File: src/hw/rtl/tfn_pkg.sv
// ----------------------------------------------------------------------------
// tfn_pkg
// Shared types and constants for the triangle face normal pipeline.
// ----------------------------------------------------------------------------
`timescale 1ns / 1ps
`default_nettype none

package tfn_pkg;

    localparam int NORM_M_WIDTH = 16;
    localparam int SUM_WIDTH    = 34;
    localparam int RHS_WIDTH    = 2 * NORM_M_WIDTH + 30;
    localparam int PROD_WIDTH   = 64;
    localparam int TS_WIDTH     = 50;
    localparam int NORM_STEPS   = 14;
    localparam int OUT_WIDTH    = 16;

    typedef struct packed {
        logic                    neg;
        logic                    ok1;
        logic [RHS_WIDTH-1:0]    r;
        logic [PROD_WIDTH-1:0]   p;
        logic [TS_WIDTH-1:0]     ts;
        logic [NORM_STEPS-1:0]   d;
    } tfn_comp_t;

    typedef struct packed {
        logic                    degen;
        logic [SUM_WIDTH-1:0]    s;
        tfn_comp_t [2:0]         c;
    } tfn_iter_t;

endpackage

`default_nettype wire

File: src/hw/rtl/tfn_norm_step.sv
// ----------------------------------------------------------------------------
// tfn_norm_step
// One registered step of the normalization search: settles one bit of the
// unit magnitude for all three components.
// ----------------------------------------------------------------------------
`timescale 1ns / 1ps
`default_nettype none

module tfn_norm_step #(
    parameter int K = 0
) (
    input  wire logic              aclk,
    input  wire logic              en,
    input  var  tfn_pkg::tfn_iter_t iter_in,
    output var  tfn_pkg::tfn_iter_t iter_out
);
    import tfn_pkg::*;

    tfn_iter_t iter_next;
    tfn_iter_t iter_reg;

    always_comb begin
        logic [PROD_WIDTH+1:0] trial_p;
        iter_next = iter_in;
        for (int k = 0; k < 3; k++) begin
            trial_p = {2'b00, iter_in.c[k].p}
                    + ({{(PROD_WIDTH+2-TS_WIDTH){1'b0}}, iter_in.c[k].ts} << (K + 2))
                    + ({{(PROD_WIDTH+2-SUM_WIDTH){1'b0}}, iter_in.s} << (2 * K + 2));
            if (trial_p <= {{(PROD_WIDTH+2-RHS_WIDTH){1'b0}}, iter_in.c[k].r}) begin
                iter_next.c[k].p    = trial_p[PROD_WIDTH-1:0];
                iter_next.c[k].ts   = iter_in.c[k].ts
                    + ({{(TS_WIDTH-SUM_WIDTH){1'b0}}, iter_in.s} << (K + 1));
                iter_next.c[k].d[K] = 1'b1;
            end
        end
    end

    always_ff @(posedge aclk) begin
        if (en) begin
            iter_reg <= iter_next;
        end
    end

    assign iter_out = iter_reg;

endmodule

`default_nettype wire

File: config.mk
export PLATFORM = sky130hd
export DESIGN_NAME = tfn_norm_step
export DESIGN_NICKNAME = d
export VERILOG_FILES = /design/src/hw/rtl/tfn_pkg.sv /design/src/hw/rtl/tfn_norm_step.sv
export SDC_FILE = /design/constraint.sdc
export NUM_CORES = 2
export LEC_CHECK = 0
export BUFFER_PORTS_ARGS = -buffer_cell sky130_fd_sc_hd__buf_2
export CAP_MARGIN = 0
export CORE_AREA = 2 2 479 481
export CTS_BUF_LIST = sky130_fd_sc_hd__clkbuf_8
export DETAILED_ROUTE_END_ITERATION = 10
export DIE_AREA = 0 0 481 483
export HOLD_SLACK_MARGIN = 0.08
export PLACE_DENSITY_LB_ADDON = 0.25
export SLEW_MARGIN = 20
export SYNTH_ARGS = -nofsm -noshare
export SYNTH_HDL_FRONTEND = slang
export SYNTH_SLANG_ARGS = --single-unit
File: constraint.sdc
create_clock -name aclk -period 13.3 [get_ports aclk]
set_input_delay 2.66 -clock aclk [delete_from_list [all_inputs] [get_ports aclk]]
set_output_delay 2.66 -clock aclk [all_outputs]
set_load 0.05 [all_outputs]
==> results.toml <==
[run_status]
outcome = "completed"

[power_and_ir_drop]
ir_drop_uv = 89.2
p_total_mw = 7.95
power.density_mw_per_mm2 = 139
power_leakage_nw = 25.2

[cts]
cts_buffers = 132
hold_buffers = 0
path_clk_slew_ps = 60
cts_root_buf = "clkbuf_8"
cts_resized = 0
cts_tree = "yes"
cts.htree.levels = 4
cts_sinks = 611
cts_setup_buffers = 0
cts_buffer_depth = 3

[worst_setup_path]
cp_slowest_stage_delay_ps = 690
crit_type = "input pin to flop"
end_kind = "flop"
worstPathRequired_ps = 13880
critical_path.slowest_cell = "a21oi_4"
setup.worst_path.start_class = "input pin"
crit_fanout = 21
arrival_ps = 10720

[die]
rows = 175
coreArea_sq_mm = 0.227
io_pins = 1224
die_area_sq_mm = 0.232
die_x_um = 481
die_y_um = 483
initial_core_util_pct = 19.6

[logic_synthesis]
synth_edf_count = 611
synth_xor_area_share_pct = 6.36
netlist-cell-type-count = 93
yosys_warnings = 0
synth_compound_area_share_pct = 14.5
netlist_area_sq_mm = 0.0444
synth-simple-area-share_pct = 9.30
seq_area_frac_synth_pct = 41.3
synth_top_family_by_area = "adder cells"
syn_avg_cell_area_sq_um = 11.4
synth_flop_cell = "edfxtp_1"
synthMuxAreaShare_pct = 6.64
ys_async_sr_fraction_pct = 0
syn-num-nets = 5112
postSynthRegisterBits = 611
postSynthCellCount = 3905
synth-adder-area-share_pct = 18.5

[cells_and_area]
stdcell_count = 8383
syn2layout_area_growth_pct = 28.6
nets = 6422
nFillCells = 24435
drive_gt1_share_pct = 32.7
largest_reg_flops = 611

[placement]
numPortBuffers = 1223
hpwlAfterDp_um = 198000
place.gp.congestion = 0.897
placedCellCount = 8090
place_ws_ps = 2310

[timing]
slew_violations = 0
hold_ws_ps = 1920
tns_ps = 0
worst_slew_pin_slew_ps = 1110
fmax_mhz = 98.7
rsz0062_at_grt = "false"
final.min_clock_period_ps = 10140
setup_viol = 0
relSlewSlack_pct = 25.6
setup_slack_ps = 3160
hold_violations = 0
fin_crit_sh_pct = 76.2

[routing]
drc = 0
ant_nets = 0
first_pass_iters = 6
vias = 37843
wl_um = 233000
drt_iter0_drc = 2249
routedWlPerCell_um = 27.8
vias_per_cell = 4.51

[grt]
grt_pass1_vias = 38735
grt_overflow = 0
grt_use_met3_pct = 5.14
antenna_found_initial = 92
grt_max_degree = 138
grt_pass1_wl_um = 313000
grtUsageMet2_pct = 34.5
grt.met1_usage_pct = 21.6
grt_busiest_layer = "met2"
grt_use_total_pct = 19.4

[worst_hold_path]
hold_path.class = "input pin to flop"
holdPathStages = 1

[flow_run]
maxCapViolCount = 0
power by group:
group / switching, mW / internal [mW] / total (mW) / leakage (nW)
Clock: 1.05 / 1.18 / 2.23 / 1.49
Combinational: 2.24 / 1.05 / 3.29 / 17.7
Sequential: 0.0712 / 2.35 / 2.42 / 5.98
placed cells by master, fill, tap and decap left out, types with 15 or more instances in the layout:
cell type and instances:
or2_2 15, nand4_1 95, or3_1 15, diode_2 60, nand3_1 71, and3_1 45
o21bai_1 39, fa_1 108, a21o_1 208, a21oi_1 301, xnor2_1 217, nor3_1 38
inv_1 309, clkinv_1 23, o21ai_0 143, nand2_1 191, buf_4 41, xor2_1 106
mux2_4 73, mux2_2 157, nand2b_1 30, a31oi_1 30, clkbuf_8 132, o211ai_1 16
nor2_1 170, and2_1 23, buf_2 1222, ha_1 486, o21a_1 39, nor2b_1 29
a211oi_1 26, edfxtp_1 611, o31ai_1 18
stage by stage:
step	area, sq um	utilization [%]
final	57200	25.2
after global placement	54300	23.9
after CTS	57000	25.1
after floorplan	44400	-
after detailed placement	54300	23.9
after global routing	57100	25.2
cell usage after synthesis (18+ instances only):
cell type,instances,area [sq um]
nor2b_1,29,181
o31ai_1,18,135
edfxtp_1,611,18300
nor3_1,38,190
buf_2,25,125
mux2_4,73,1100
clkbuf_1,53,199
ha_1,486,6080
and2_1,23,144
a211oi_1,26,195
nand2_1,191,717
a21o_1,208,1560
o21a_1,39,293
nand4_1,95,594
mux2_2,157,1770
a21oi_1,301,1510
o21ai_0,145,726
xor2_1,106,928
nor2_1,171,642
and3_1,45,282
inv_1,273,1020
a31oi_1,30,188
xnor2_1,217,1900
nand2b_1,30,188
fa_1,108,2160
o21bai_1,39,293
nand3_1,71,355
per-layer routing:
layer	vias to the layer above	share of wire, %
li1	17391	-
met1	18621	39
met2	1432	51
met3	353	6.7
met4	46	3.9
met5	-	0.11
cell type report:
class / count / area [sq um] / share of cell area, %
clock inverter: 101 / 886 / 1.55
clock buffer: 132 / 1820 / 3.18
timing repair buffer: 1270 / 6560 / 11.5
multi-input combinational: 2927 / 24600 / 43.1
antenna: 60 / 150 / 0.263
tap: 3009 / 3760 / 6.59
sequential: 611 / 18300 / 32.1
inverter: 273 / 1020 / 1.79
final timing paths:
kind	startpoint	to	slack [ps]
max	iter_in[577]	iter_out[91]$_DFFE_PP_	3160
min	iter_in[9]	iter_out[9]$_DFFE_PP_	1920
worst max-delay path: cells and delay by family:
family,cells,cell delay [ps]
simple gates,4,450
compound gates,15,4810
fa+ha+maj,4,1450
mux,1,380
xor+xnor,1,180
buf+inv,4,710
logic make-up (layout without fill, tap and decap cells):
group / count (synthesis) / count (layout)
flops: 611 / 611
fa+ha+maj: 594 / 594
xor+xnor: 323 / 323
simple gates: 795 / 795
buf+inv: 367 / 1776
other cells: 0 / 60
compound gates: 977 / 977
mux: 238 / 238
Power figures use the tool's default switching activity.
